### src/design/lk3_pkg.sv
// Shared types, constants and mixing functions for the byte hash unit.
`default_nettype none

package lk3_pkg;

  // Seed base that is added to the stated message length.
  localparam logic [31:0] SEED_BASE = 32'hdeadbeef;

  // Default depth of the queue between the front and the back.
  localparam int QUEUE_DEPTH = 2;

  // One classified word, as the front hands it to the back.
  typedef struct packed {
    logic [31:0] data;       // masked message bytes
    logic        has_bytes;  // word carries at least one byte
    logic        first;      // word opens a message
    logic        last;       // word closes a message
    logic [31:0] seed;       // seed for a, b and c when first is set
  } item_t;

  // The three accumulators.
  typedef struct packed {
    logic [31:0] a;
    logic [31:0] b;
    logic [31:0] c;
  } abc_t;

  // Rotate left by a constant amount between 1 and 31.
  function automatic logic [31:0] rotl(input logic [31:0] x, input int unsigned k);
    return (x << k) | (x >> (32 - k));
  endfunction

  // Two rows of the block mix; step 0..2 covers all six rows.
  function automatic abc_t block_pair(input abc_t v, input logic [1:0] step);
    logic [31:0] a;
    logic [31:0] b;
    logic [31:0] c;
    abc_t r;
    a = v.a;
    b = v.b;
    c = v.c;
    case (step)
      2'd0: begin
        a = a - c; a = a ^ rotl(c, 4);  c = c + b;
        b = b - a; b = b ^ rotl(a, 6);  a = a + c;
      end
      2'd1: begin
        c = c - b; c = c ^ rotl(b, 8);  b = b + a;
        a = a - c; a = a ^ rotl(c, 16); c = c + b;
      end
      default: begin
        b = b - a; b = b ^ rotl(a, 19); a = a + c;
        c = c - b; c = c ^ rotl(b, 4);  b = b + a;
      end
    endcase
    r.a = a;
    r.b = b;
    r.c = c;
    return r;
  endfunction

  // Two rows of the final mix per step; step 3 holds the seventh row alone.
  function automatic abc_t final_pair(input abc_t v, input logic [1:0] step);
    logic [31:0] a;
    logic [31:0] b;
    logic [31:0] c;
    abc_t r;
    a = v.a;
    b = v.b;
    c = v.c;
    case (step)
      2'd0: begin
        c = c ^ b; c = c - rotl(b, 14);
        a = a ^ c; a = a - rotl(c, 11);
      end
      2'd1: begin
        b = b ^ a; b = b - rotl(a, 25);
        c = c ^ b; c = c - rotl(b, 16);
      end
      2'd2: begin
        a = a ^ c; a = a - rotl(c, 4);
        b = b ^ a; b = b - rotl(a, 14);
      end
      default: begin
        c = c ^ b; c = c - rotl(b, 24);
      end
    endcase
    r.a = a;
    r.b = b;
    r.c = c;
    return r;
  endfunction

endpackage

`default_nettype wire

### src/design/lookup3_byte_hash_unit.sv
// Top level of the streaming 32-bit byte hash unit.
//
// Input channel: one 32-bit little-endian message word per transfer
// (in_valid / in_stall), with its byte count, first and last marks, and the
// message length on the first word. Output channel: one 32-bit hash per
// message (out_valid / out_stall), presented in a register.
// Words pass through a short queue to the back end, which takes one word per
// cycle unless it is mixing or waiting on a stalled result. Every third word
// that carries bytes after a full 12-byte block first runs the block mix (two
// mix rows per cycle), and no word is taken while it runs. The last word adds
// the final mix, after the block mix when that word has to mix a held block,
// and its hash is then loaded into the result register.
// An empty message returns the seed in the cycle after its last word is taken.
// When the receiver stalls, the result register holds its value and the
// queue keeps taking words until it is full; in_stall rises only then.
// Reset clears the queue, the accumulators and the result register valid.
`default_nettype none

module lookup3_byte_hash_unit #(
  parameter int QUEUE_DEPTH = lk3_pkg::QUEUE_DEPTH
) (
  input  wire logic        clk,
  input  wire logic        rst,
  input  wire logic        in_valid,
  output logic             in_stall,
  input  wire logic [31:0] data_word,
  input  wire logic [2:0]  byte_count,
  input  wire logic        first_word,
  input  wire logic        last_word,
  input  wire logic [31:0] total_length,
  output logic             out_valid,
  input  wire logic        out_stall,
  output logic [31:0]      hash_value
);
  import lk3_pkg::*;

  logic  q_full;
  logic  q_push;
  item_t q_in;
  logic  q_pop;
  logic  q_valid;
  item_t q_head;

  lk3_front u_front (
    .in_valid     (in_valid),
    .in_stall     (in_stall),
    .data_word    (data_word),
    .byte_count   (byte_count),
    .first_word   (first_word),
    .last_word    (last_word),
    .total_length (total_length),
    .q_full       (q_full),
    .q_push       (q_push),
    .q_item       (q_in)
  );

  lk3_queue #(
    .DEPTH (QUEUE_DEPTH)
  ) u_queue (
    .clk       (clk),
    .rst       (rst),
    .push      (q_push),
    .push_item (q_in),
    .full      (q_full),
    .pop       (q_pop),
    .not_empty (q_valid),
    .head_item (q_head)
  );

  lk3_back u_back (
    .clk        (clk),
    .rst        (rst),
    .q_valid    (q_valid),
    .q_item     (q_head),
    .q_pop      (q_pop),
    .out_valid  (out_valid),
    .out_stall  (out_stall),
    .hash_value (hash_value)
  );

endmodule

`default_nettype wire

### src/design/lk3_front.sv
// Front part: accepts input words, masks unused bytes and computes the seed.
`default_nettype none

module lk3_front (
  input  wire logic          in_valid,
  output logic               in_stall,
  input  wire logic [31:0]   data_word,
  input  wire logic [2:0]    byte_count,
  input  wire logic          first_word,
  input  wire logic          last_word,
  input  wire logic [31:0]   total_length,
  input  wire logic          q_full,
  output logic               q_push,
  output lk3_pkg::item_t     q_item
);
  import lk3_pkg::*;

  logic [31:0] byte_mask;

  // Counts above four behave as four; bytes above the count read as zero.
  always_comb begin
    case (byte_count)
      3'd0:    byte_mask = 32'h0000_0000;
      3'd1:    byte_mask = 32'h0000_00ff;
      3'd2:    byte_mask = 32'h0000_ffff;
      3'd3:    byte_mask = 32'h00ff_ffff;
      default: byte_mask = 32'hffff_ffff;
    endcase
  end

  // A transfer goes straight into the queue whenever it has room.
  assign in_stall = q_full;
  assign q_push   = in_valid && !q_full;

  always_comb begin
    q_item.data      = data_word & byte_mask;
    q_item.has_bytes = (byte_count != 3'd0);
    q_item.first     = first_word;
    q_item.last      = last_word;
    q_item.seed      = SEED_BASE + total_length;
  end

endmodule

`default_nettype wire

### src/design/lk3_queue.sv
// Small first-in first-out queue of classified words between front and back.
`default_nettype none

module lk3_queue #(
  parameter int DEPTH = lk3_pkg::QUEUE_DEPTH
) (
  input  wire logic          clk,
  input  wire logic          rst,
  input  wire logic          push,
  input  wire lk3_pkg::item_t push_item,
  output logic               full,
  input  wire logic          pop,
  output logic               not_empty,
  output lk3_pkg::item_t     head_item
);
  import lk3_pkg::*;

  localparam int PW = (DEPTH > 1) ? $clog2(DEPTH) : 1;
  localparam int CW = $clog2(DEPTH + 1);
  localparam logic [PW-1:0] LAST_PTR = PW'(DEPTH - 1);

  item_t         store [DEPTH];
  logic [PW-1:0] wr_ptr;
  logic [PW-1:0] rd_ptr;
  logic [CW-1:0] count;
  logic          do_push;
  logic          do_pop;

  assign full      = (count == CW'(DEPTH));
  assign not_empty = (count != '0);
  assign head_item = store[rd_ptr];
  assign do_push   = push && !full;
  assign do_pop    = pop && not_empty;

  // Entry storage; payload needs no reset.
  always_ff @(posedge clk) begin
    if (do_push) begin
      store[wr_ptr] <= push_item;
    end
  end

  // Pointers wrap at the configured depth.
  always_ff @(posedge clk) begin
    if (rst) begin
      wr_ptr <= '0;
      rd_ptr <= '0;
      count  <= '0;
    end else begin
      if (do_push) begin
        wr_ptr <= (wr_ptr == LAST_PTR) ? '0 : wr_ptr + 1'b1;
      end
      if (do_pop) begin
        rd_ptr <= (rd_ptr == LAST_PTR) ? '0 : rd_ptr + 1'b1;
      end
      if (do_push && !do_pop) begin
        count <= count + 1'b1;
      end else if (do_pop && !do_push) begin
        count <= count - 1'b1;
      end
    end
  end

endmodule

`default_nettype wire

### src/design/lk3_back.sv
// Back part: accumulates words, runs the block and final mixes, holds the result.
`default_nettype none

module lk3_back (
  input  wire logic           clk,
  input  wire logic           rst,
  input  wire logic           q_valid,
  input  wire lk3_pkg::item_t q_item,
  output logic                q_pop,
  output logic                out_valid,
  input  wire logic           out_stall,
  output logic [31:0]         hash_value
);
  import lk3_pkg::*;

  // Sequencer states.
  localparam logic [1:0] S_RUN = 2'd0;  // take words from the queue
  localparam logic [1:0] S_MIX = 2'd1;  // block mix in progress
  localparam logic [1:0] S_ADD = 2'd2;  // add the held word after a mix
  localparam logic [1:0] S_FIN = 2'd3;  // final mix in progress

  // Slot code for a full block that has not been mixed yet.
  localparam logic [1:0] SLOT_FULL = 2'd3;
  localparam logic [1:0] STEP_LAST = 2'd3;
  localparam logic [1:0] MIX_LAST  = 2'd2;

  logic [1:0] state;
  logic [1:0] state_next;
  logic [1:0] step;
  logic [1:0] step_next;
  abc_t       acc;
  abc_t       acc_next;
  logic [1:0] slot;
  logic [1:0] slot_next;
  item_t      held;
  logic       hold_load;
  logic       out_load;
  logic [31:0] out_data;

  item_t      cur;
  abc_t       base;
  abc_t       added;
  logic [1:0] slot0;
  logic [1:0] slot1;
  logic       emit_now;
  logic       go_fin;
  logic       out_free;
  logic       proc_ok;
  logic       need_mix;
  abc_t       mix_out;
  abc_t       fin_out;

  assign out_free = !out_valid || !out_stall;

  // Word processing: optional seed, then add into the current slot.
  always_comb begin
    cur   = (state == S_ADD) ? held : q_item;
    base  = acc;
    slot0 = slot;
    if (cur.first) begin
      base.a = cur.seed;
      base.b = cur.seed;
      base.c = cur.seed;
      slot0  = 2'd0;
    end
    added = base;
    slot1 = slot0;
    if (cur.has_bytes && slot0 != SLOT_FULL) begin
      case (slot0)
        2'd0:    added.a = base.a + cur.data;
        2'd1:    added.b = base.b + cur.data;
        default: added.c = base.c + cur.data;
      endcase
      slot1 = slot0 + 2'd1;
    end
    emit_now = cur.last && (slot1 == 2'd0);
    go_fin   = cur.last && (slot1 != 2'd0);
    proc_ok  = !emit_now || out_free;
    need_mix = cur.has_bytes && !cur.first && (slot == SLOT_FULL);
  end

  assign mix_out = block_pair(acc, (state == S_RUN) ? 2'd0 : step);
  assign fin_out = final_pair(acc, step);

  // Sequencer.
  always_comb begin
    state_next = state;
    step_next  = step;
    acc_next   = acc;
    slot_next  = slot;
    hold_load  = 1'b0;
    q_pop      = 1'b0;
    out_load   = 1'b0;
    out_data   = acc.c;
    case (state)
      S_RUN: begin
        if (q_valid && need_mix) begin
          q_pop      = 1'b1;
          hold_load  = 1'b1;
          acc_next   = mix_out;
          slot_next  = 2'd0;
          step_next  = 2'd1;
          state_next = S_MIX;
        end else if (q_valid && proc_ok) begin
          q_pop     = 1'b1;
          acc_next  = added;
          slot_next = cur.last ? 2'd0 : slot1;
          step_next = 2'd0;
          out_load  = emit_now;
          out_data  = added.c;
          if (go_fin) begin
            state_next = S_FIN;
          end
        end
      end
      S_MIX: begin
        acc_next  = mix_out;
        step_next = step + 2'd1;
        if (step == MIX_LAST) begin
          state_next = S_ADD;
        end
      end
      S_ADD: begin
        if (proc_ok) begin
          acc_next   = added;
          slot_next  = cur.last ? 2'd0 : slot1;
          step_next  = 2'd0;
          out_load   = emit_now;
          out_data   = added.c;
          state_next = go_fin ? S_FIN : S_RUN;
        end
      end
      S_FIN: begin
        if (step != STEP_LAST) begin
          acc_next  = fin_out;
          step_next = step + 2'd1;
        end else if (out_free) begin
          acc_next   = fin_out;
          out_load   = 1'b1;
          out_data   = fin_out.c;
          step_next  = 2'd0;
          state_next = S_RUN;
        end
      end
      default: begin
        state_next = S_RUN;
      end
    endcase
  end

  // Control and accumulator registers.
  always_ff @(posedge clk) begin
    if (rst) begin
      state     <= S_RUN;
      step      <= 2'd0;
      acc       <= '0;
      slot      <= 2'd0;
      out_valid <= 1'b0;
    end else begin
      state <= state_next;
      step  <= step_next;
      acc   <= acc_next;
      slot  <= slot_next;
      if (out_load) begin
        out_valid <= 1'b1;
      end else if (!out_stall) begin
        out_valid <= 1'b0;
      end
    end
  end

  // Payload registers: the word held across a block mix and the result.
  always_ff @(posedge clk) begin
    if (hold_load) begin
      held <= q_item;
    end
    if (out_load) begin
      hash_value <= out_data;
    end
  end

endmodule

`default_nettype wire

### config.mk
export PLATFORM = sky130hd
export DESIGN_NAME = lookup3_byte_hash_unit
export DESIGN_NICKNAME = d
export VERILOG_FILES = /design/src/design/lk3_pkg.sv /design/src/design/lookup3_byte_hash_unit.sv /design/src/design/lk3_front.sv /design/src/design/lk3_queue.sv /design/src/design/lk3_back.sv
export SDC_FILE = /design/constraint.sdc
export NUM_CORES = 2
export LEC_CHECK = 0
export ABC_AREA = 1
export BUFFER_PORTS_ARGS = -buffer_cell sky130_fd_sc_hd__buf_2
export CORE_ASPECT_RATIO = 1.2
export CORE_MARGIN = 3
export CORE_UTILIZATION = 45
export DETAILED_ROUTE_END_ITERATION = 6
export GPL_TIMING_DRIVEN = 0
export PLACE_DENSITY = 0.6
export SYNTH_ARGS = -nofsm -noshare
export SYNTH_HDL_FRONTEND = slang
export SYNTH_SLANG_ARGS = --single-unit
### constraint.sdc
create_clock -name clk -period 6.9 [get_ports clk]
set_clock_uncertainty 0.15 [all_clocks]
set_input_delay 1.38 -clock clk [delete_from_list [all_inputs] [get_ports clk]]
set_output_delay 1.38 -clock clk [all_outputs]
set_load 0.05 [all_outputs]
==> results of run 1 <==
[synthesized netlist by cell type, types with 87 or more instances]
cell type and number:
a21oi_1 1237, a31oi_1 98, clkbuf_1 251, dfxtp_1 108, edfxtp_1 233, ha_1 693
inv_1 1417, nand2_1 2283, nand3_1 540, nand4_1 132, nor2_1 841, nor3_1 105
o211ai_1 87, o21ai_0 769, or2_2 95, xnor2_1 200, xor2_1 454
[layer usage]
metal  GRT overflow  GRT usage
met2            456      0.880
met4            351      0.688
met3             17      0.547
met5              0      0.231
met1             11      0.727
[timing repair]
item,4_1_cts
setup buffers,91
endpoints found under the setup margin,115
pin swaps,10
hold endpoints to repair,0
resized for setup,434
[through the flow]
| stage | setup slack (ns) | cell area, um^2 | hold slack, ns | instances | utilization |
|---|---|---|---|---|---|
| 2_1_floorplan | 1.33 | 62600 | 0.298 | 10201 | - |
| 3_3_place_gp | -2.82 | 65300 | 0.308 | 12118 | 0.474 |
| 3_5_place_dp | -2.88 | 65600 | 0.319 | 12126 | 0.476 |
| 4_1_cts | -0.00335 | 69000 | 0.330 | 12255 | 0.501 |
[cells by family after synthesis]
group,count (synthesis),synth area share
simple gates,4111,0.275
compound gates,2632,0.236
buf+inv,1745,0.105
fa+ha+maj,715,0.146
xor+xnor,654,0.0916
flops,341,0.146
mux,3,0.000500
==> metrics.md, run 1 <==
| Metric | Value |
|---|---|
| Rows | 149 |
| Synthesized cell area | 0.0625 mm^2 |
| Tool Error | [ERROR GRT-0116] Global routing finished with congestion. Check the congestion regions in the DRC Viewer. |
| Global-route wire length before repair | 744000 um |
| Post-synth EDFFs | 233 |
| Top_reg_cell synth | edfxtp_1 |
| Outcome | aborted with a tool error |
| Cell taking the most area after synthesis | ha_1 |
| Routability Congestion | 1.37 |
| Vias in the first global route | 83896 |
| Area contributors post-synth | ha_1, nand2_1, edfxtp_1 |
| Die width | 346 um |
| Hold Buf Count CTS | 0 |
| YS warnings | 0 |
| Mapped Cells | 10201 |
| PortBufs | 105 |
| Top cell type's share of synthesized area | 0.139 |
| CTS Buf Count | 35 |
| Total grt overflow | 835 |
| Io pins | 107 |
| Register area share after synthesis | 0.146 |
| Overall Global Routing Usage | 0.712 |
| Fail Step | 5_1_grt |
| CTS root buffer | clkbuf_16 |
| Syn nets | 10989 |
| Unique cell type count in the Yosys netlist | 66 |
| #FFs+latches synth | 341 |
| Clock Tree Buf Depth | 3 |
| Clk sink count | 341 |
| Ys async rst share | 0 |
| Die Ht | 414 um |
| Synthesized area per cell | 6.13 um^2 |
| Htree depth | 2 |
| Initial Utilization | 0.454 |
| HPWL after DPL | 377000 um |
| Largest net degree at the start of global routing | 46 |
==> run 2, diff against run 1 <==
Settings changed: CORE_ASPECT_RATIO 1.2 to default, CORE_UTILIZATION 45 to 30, PLACE_DENSITY 0.6 to default, PLACE_DENSITY_LB_ADDON from default to 0.15.
==> run 2 against run 1 <==
Compared with the run above:
- the flow now finishes, with violations (capacitance limit, slew limit, setup timing)
- synthesized area is the same
- synthesized cell count is the same
==> metrics.md, run 2 <==
| Metric | Value |
|---|---|
| Tcrit/Tclk final | 1.03 |
| Multi-input gate area | 0.0494 mm^2 |
| Critical path fanouts, max | 10 |
| Met2 global-route usage | 0.662 |
| Top cells by count, synth | nand2_1, inv_1, a21oi_1 (unchanged) |
| TritonRoute pass-1 iters | 7 |
| DR WL/cell | 41.0 um |
| Layout area overhead | 19.2% |
| Crit path DAT | 7.42 ns |
| Post-route DRC violation count | 0 |
| YS warnings | 0 (unchanged) |
| MaxCap Viol Count | 7 |
| Ys async rst share | 0 (unchanged) |
| Hold Buf Count CTS | 0 (unchanged) |
| Final TNS setup | -0.719 ns |
| Post-synth EDFFs | 233 (unchanged) |
| Register area share after synthesis | 0.146 (unchanged) |
| Critical R2R Launch | u_back.state[0]$_SDFFE_PP0P_ |
| Synthesized area per cell | 6.13 um^2 (unchanged) |
| Hold Path Depth | 2 |
| Final Hold Viols | 0 |
| Htree depth | 2 (unchanged) |
| Reg area | 0.00947 mm^2 |
| Most numerous cell in the Yosys netlist | nand2_1 (unchanged) |
| CTS Buf Count | 42 (was 35) |
| Rows | 166 (was 149) |
| Final Cell Area | 0.0746 mm^2 |
| Worst slew pin tran | 1.62 ns |
| Area contributors post-synth | ha_1, nand2_1, edfxtp_1 (unchanged) |
| Worst setup margin | -0.180 ns |
| Global-route wire length before repair | 709000 um |
| Clk Latency, worst-skew pair | 0.70 ns |
| Final setup vio count | 8 |
| Cell taking the most area after synthesis | ha_1 (unchanged) |
| DP Area | 0.0674 mm^2 (was 0.0656 mm^2) |
| Most common cell after layout, fill and taps aside | nand2_1 |
| Die Footprint | 0.214 mm^2 |
| CTS clk-pin slew, worst paths | 0.06 ns |
| M1 GR Usage | 0.589 |
| Fin nets | 11432 |
| Die Ht | 463 um (was 414 um) |
| Fmax achieved | 0.141 GHz |
| Overall Global Routing Usage | 0.495 |
| Via count | 83835 |
| Outcome | finished with violations (was aborted with a tool error) |
| Rel. slew slack | -0.0890 |
| Total detailed-routing wirelength | 554000 um |
| Largest register FFs | 134 |
| Post-route ant nets | 0 |
| Clk sink count | 341 (unchanged) |
| Most frequent cells in the layout | nand2_1, inv_1, a21oi_1 |
| Hold_sp | u_queue.rd_ptr$_SDFFE_PP0P_ |
| R2R Setup Slk | -0.18 ns |
| Global routing usage on met3 | 0.187 |
| Synthesized cell area | 0.0625 mm^2 (unchanged) |
| Clock Tree Buf Depth | 3 (unchanged) |
| HPWL after DPL | 447000 um (was 377000 um) |
| Drt initial violations | 14173 |
| Crit Path Class | flop to flop |
| Top_reg_cell synth | edfxtp_1 (unchanged) |
| Hold Crit Class | flop to flop |
| Max Slew Vio Count | 28 |
| CORE AREA | 0.206 mm^2 |
| Crit. End Element | flop |
| Vias per cell | 6.21 |
| Crit start category | flop |
| Largest net degree at the start of global routing | 64 |
| Share of cells above drive strength 1 | 0.120 |
| Number of fill cells | 22926 |
| Total grt overflow | 0 |
| Initial Utilization | 0.304 (was 0.454) |
| Most flops, register | u_queue.store |
| Io pins | 107 (unchanged) |
| Mapped Cells | 10201 (unchanged) |
| Unique cell type count in the Yosys netlist | 66 (unchanged) |
| Global route hottest layer | met2 |
| Syn nets | 10989 (unchanged) |
| CTS root buffer | clkbuf_16 (unchanged) |
| Die width | 463 um (was 346 um) |
| Clock period minus worst slack | 7.08 ns |
| R2R cell count | 12 |
| Vias in the first global route | 73961 |
| Top cell type's share of synthesized area | 0.139 (unchanged) |
| Worst EP required | 7.24 ns |
| Top Registers | u_queue.store x134, u_back.acc x96, u_back.held x67 |
| Initial antenna violation count | 83 |
| #FFs+latches synth | 341 (unchanged) |
| PortBufs | 105 (unchanged) |
| Routability Congestion | 1.25 (was 1.37) |
| CTS tree | yes |
| Worst hold margin | 0.335 ns |
| Worst R2R End | u_back.acc[45]$_SDFFE_PP0P_ |
| Failing checks | capacitance limit, slew limit, setup timing |
## run 2: final cells by class
type / count / area share
Sequential cell: 341 / 0.127
Tap cell: 2772 / 0.0465
Clock inverter: 28 / 0.00408
Clock buffer: 50 / 0.0150
Buffer: 243 / 0.0163
Multi-Input combinational cell: 8115 / 0.663
Inverter: 1443 / 0.0780
Timing Repair Buffer: 458 / 0.0484
Antenna cell: 57 / 0.00191
## run 2: worst max path at each step
stage                                 start                          end  slack (ns)  cells past startpoint
3_5_place_dp     u_back.acc[4]$_SDFFE_PP0P_  u_back.acc[52]$_SDFFE_PP0P_       -3.85                     21
3_3_place_gp     u_back.acc[4]$_SDFFE_PP0P_  u_back.acc[52]$_SDFFE_PP0P_       -4.33                     22
2_1_floorplan   u_back.acc[34]$_SDFFE_PP0P_  u_back.acc[86]$_SDFFE_PP0P_        1.33                     29
4_1_cts         u_back.acc[65]$_SDFFE_PP0P_  u_back.acc[53]$_SDFFE_PP0P_       -0.05                     22
6_report       u_back.state[0]$_SDFFE_PP0P_  u_back.acc[45]$_SDFFE_PP0P_       -0.18                     12
5_1_grt        u_back.state[1]$_SDFFE_PP0P_  u_back.acc[58]$_SDFFE_PP0P_       -0.02                     25
## run 2: what timing repair did
item / CTS / global route
endpoints found under the setup margin: 124 / 93
buffers inserted: 175 / 135
gates resized for setup: 555 / 306
pin swaps: 14 / 21
## run 2: metrics by stage
step / utilization / setup slack (ns) / std cells
finish: 0.362 / -0.180 / 13507
global route: 0.361 / -0.0224 / 13451
CTS: 0.349 / -0.0466 / 13333
detailed placement: 0.327 / -3.85 / 13119
global placement: 0.323 / -4.33 / 13078
floorplan: - / 1.33 / 10201
## run 2: metal layers
metal / vias up / part of all wire
met3: 1876 / 0.13
met5: - / 0.00035
li1: 35220 / -
met2: 6655 / 0.38
met4: 28 / 0.13
met1: 40056 / 0.37
## run 2: kinds of logic after synthesis
kind of cell	after synthesis	synth area share
AND/OR/NAND/NOR	4111	0.275
AO/OA/AOI/OAI	2632	0.236
buffers and inverters	1745	0.105
adder cells (fa/ha/maj)	715	0.146
XOR/XNOR	654	0.0916
flip-flops	341	0.146
multiplexers	3	0.000500
## run 2: worst max-delay path: stages (launching register included)
cell and delay (ns):
dfxtp_1 0.30, buf_2 0.30, nor2_1 0.30, nor2_1 0.85
clkinv_1 0.52, nor2_1 0.92, clkinv_1 0.61, clkbuf_1 0.52
clkbuf_1 0.59, o2111ai_4 0.63, o211ai_1 0.56, o221ai_2 0.52
inv_1 0.07
Power of run 2 is left out: the tool's default activity adds up to more than one toggle a clock period on the data nets, which glitch-free logic cannot reach.
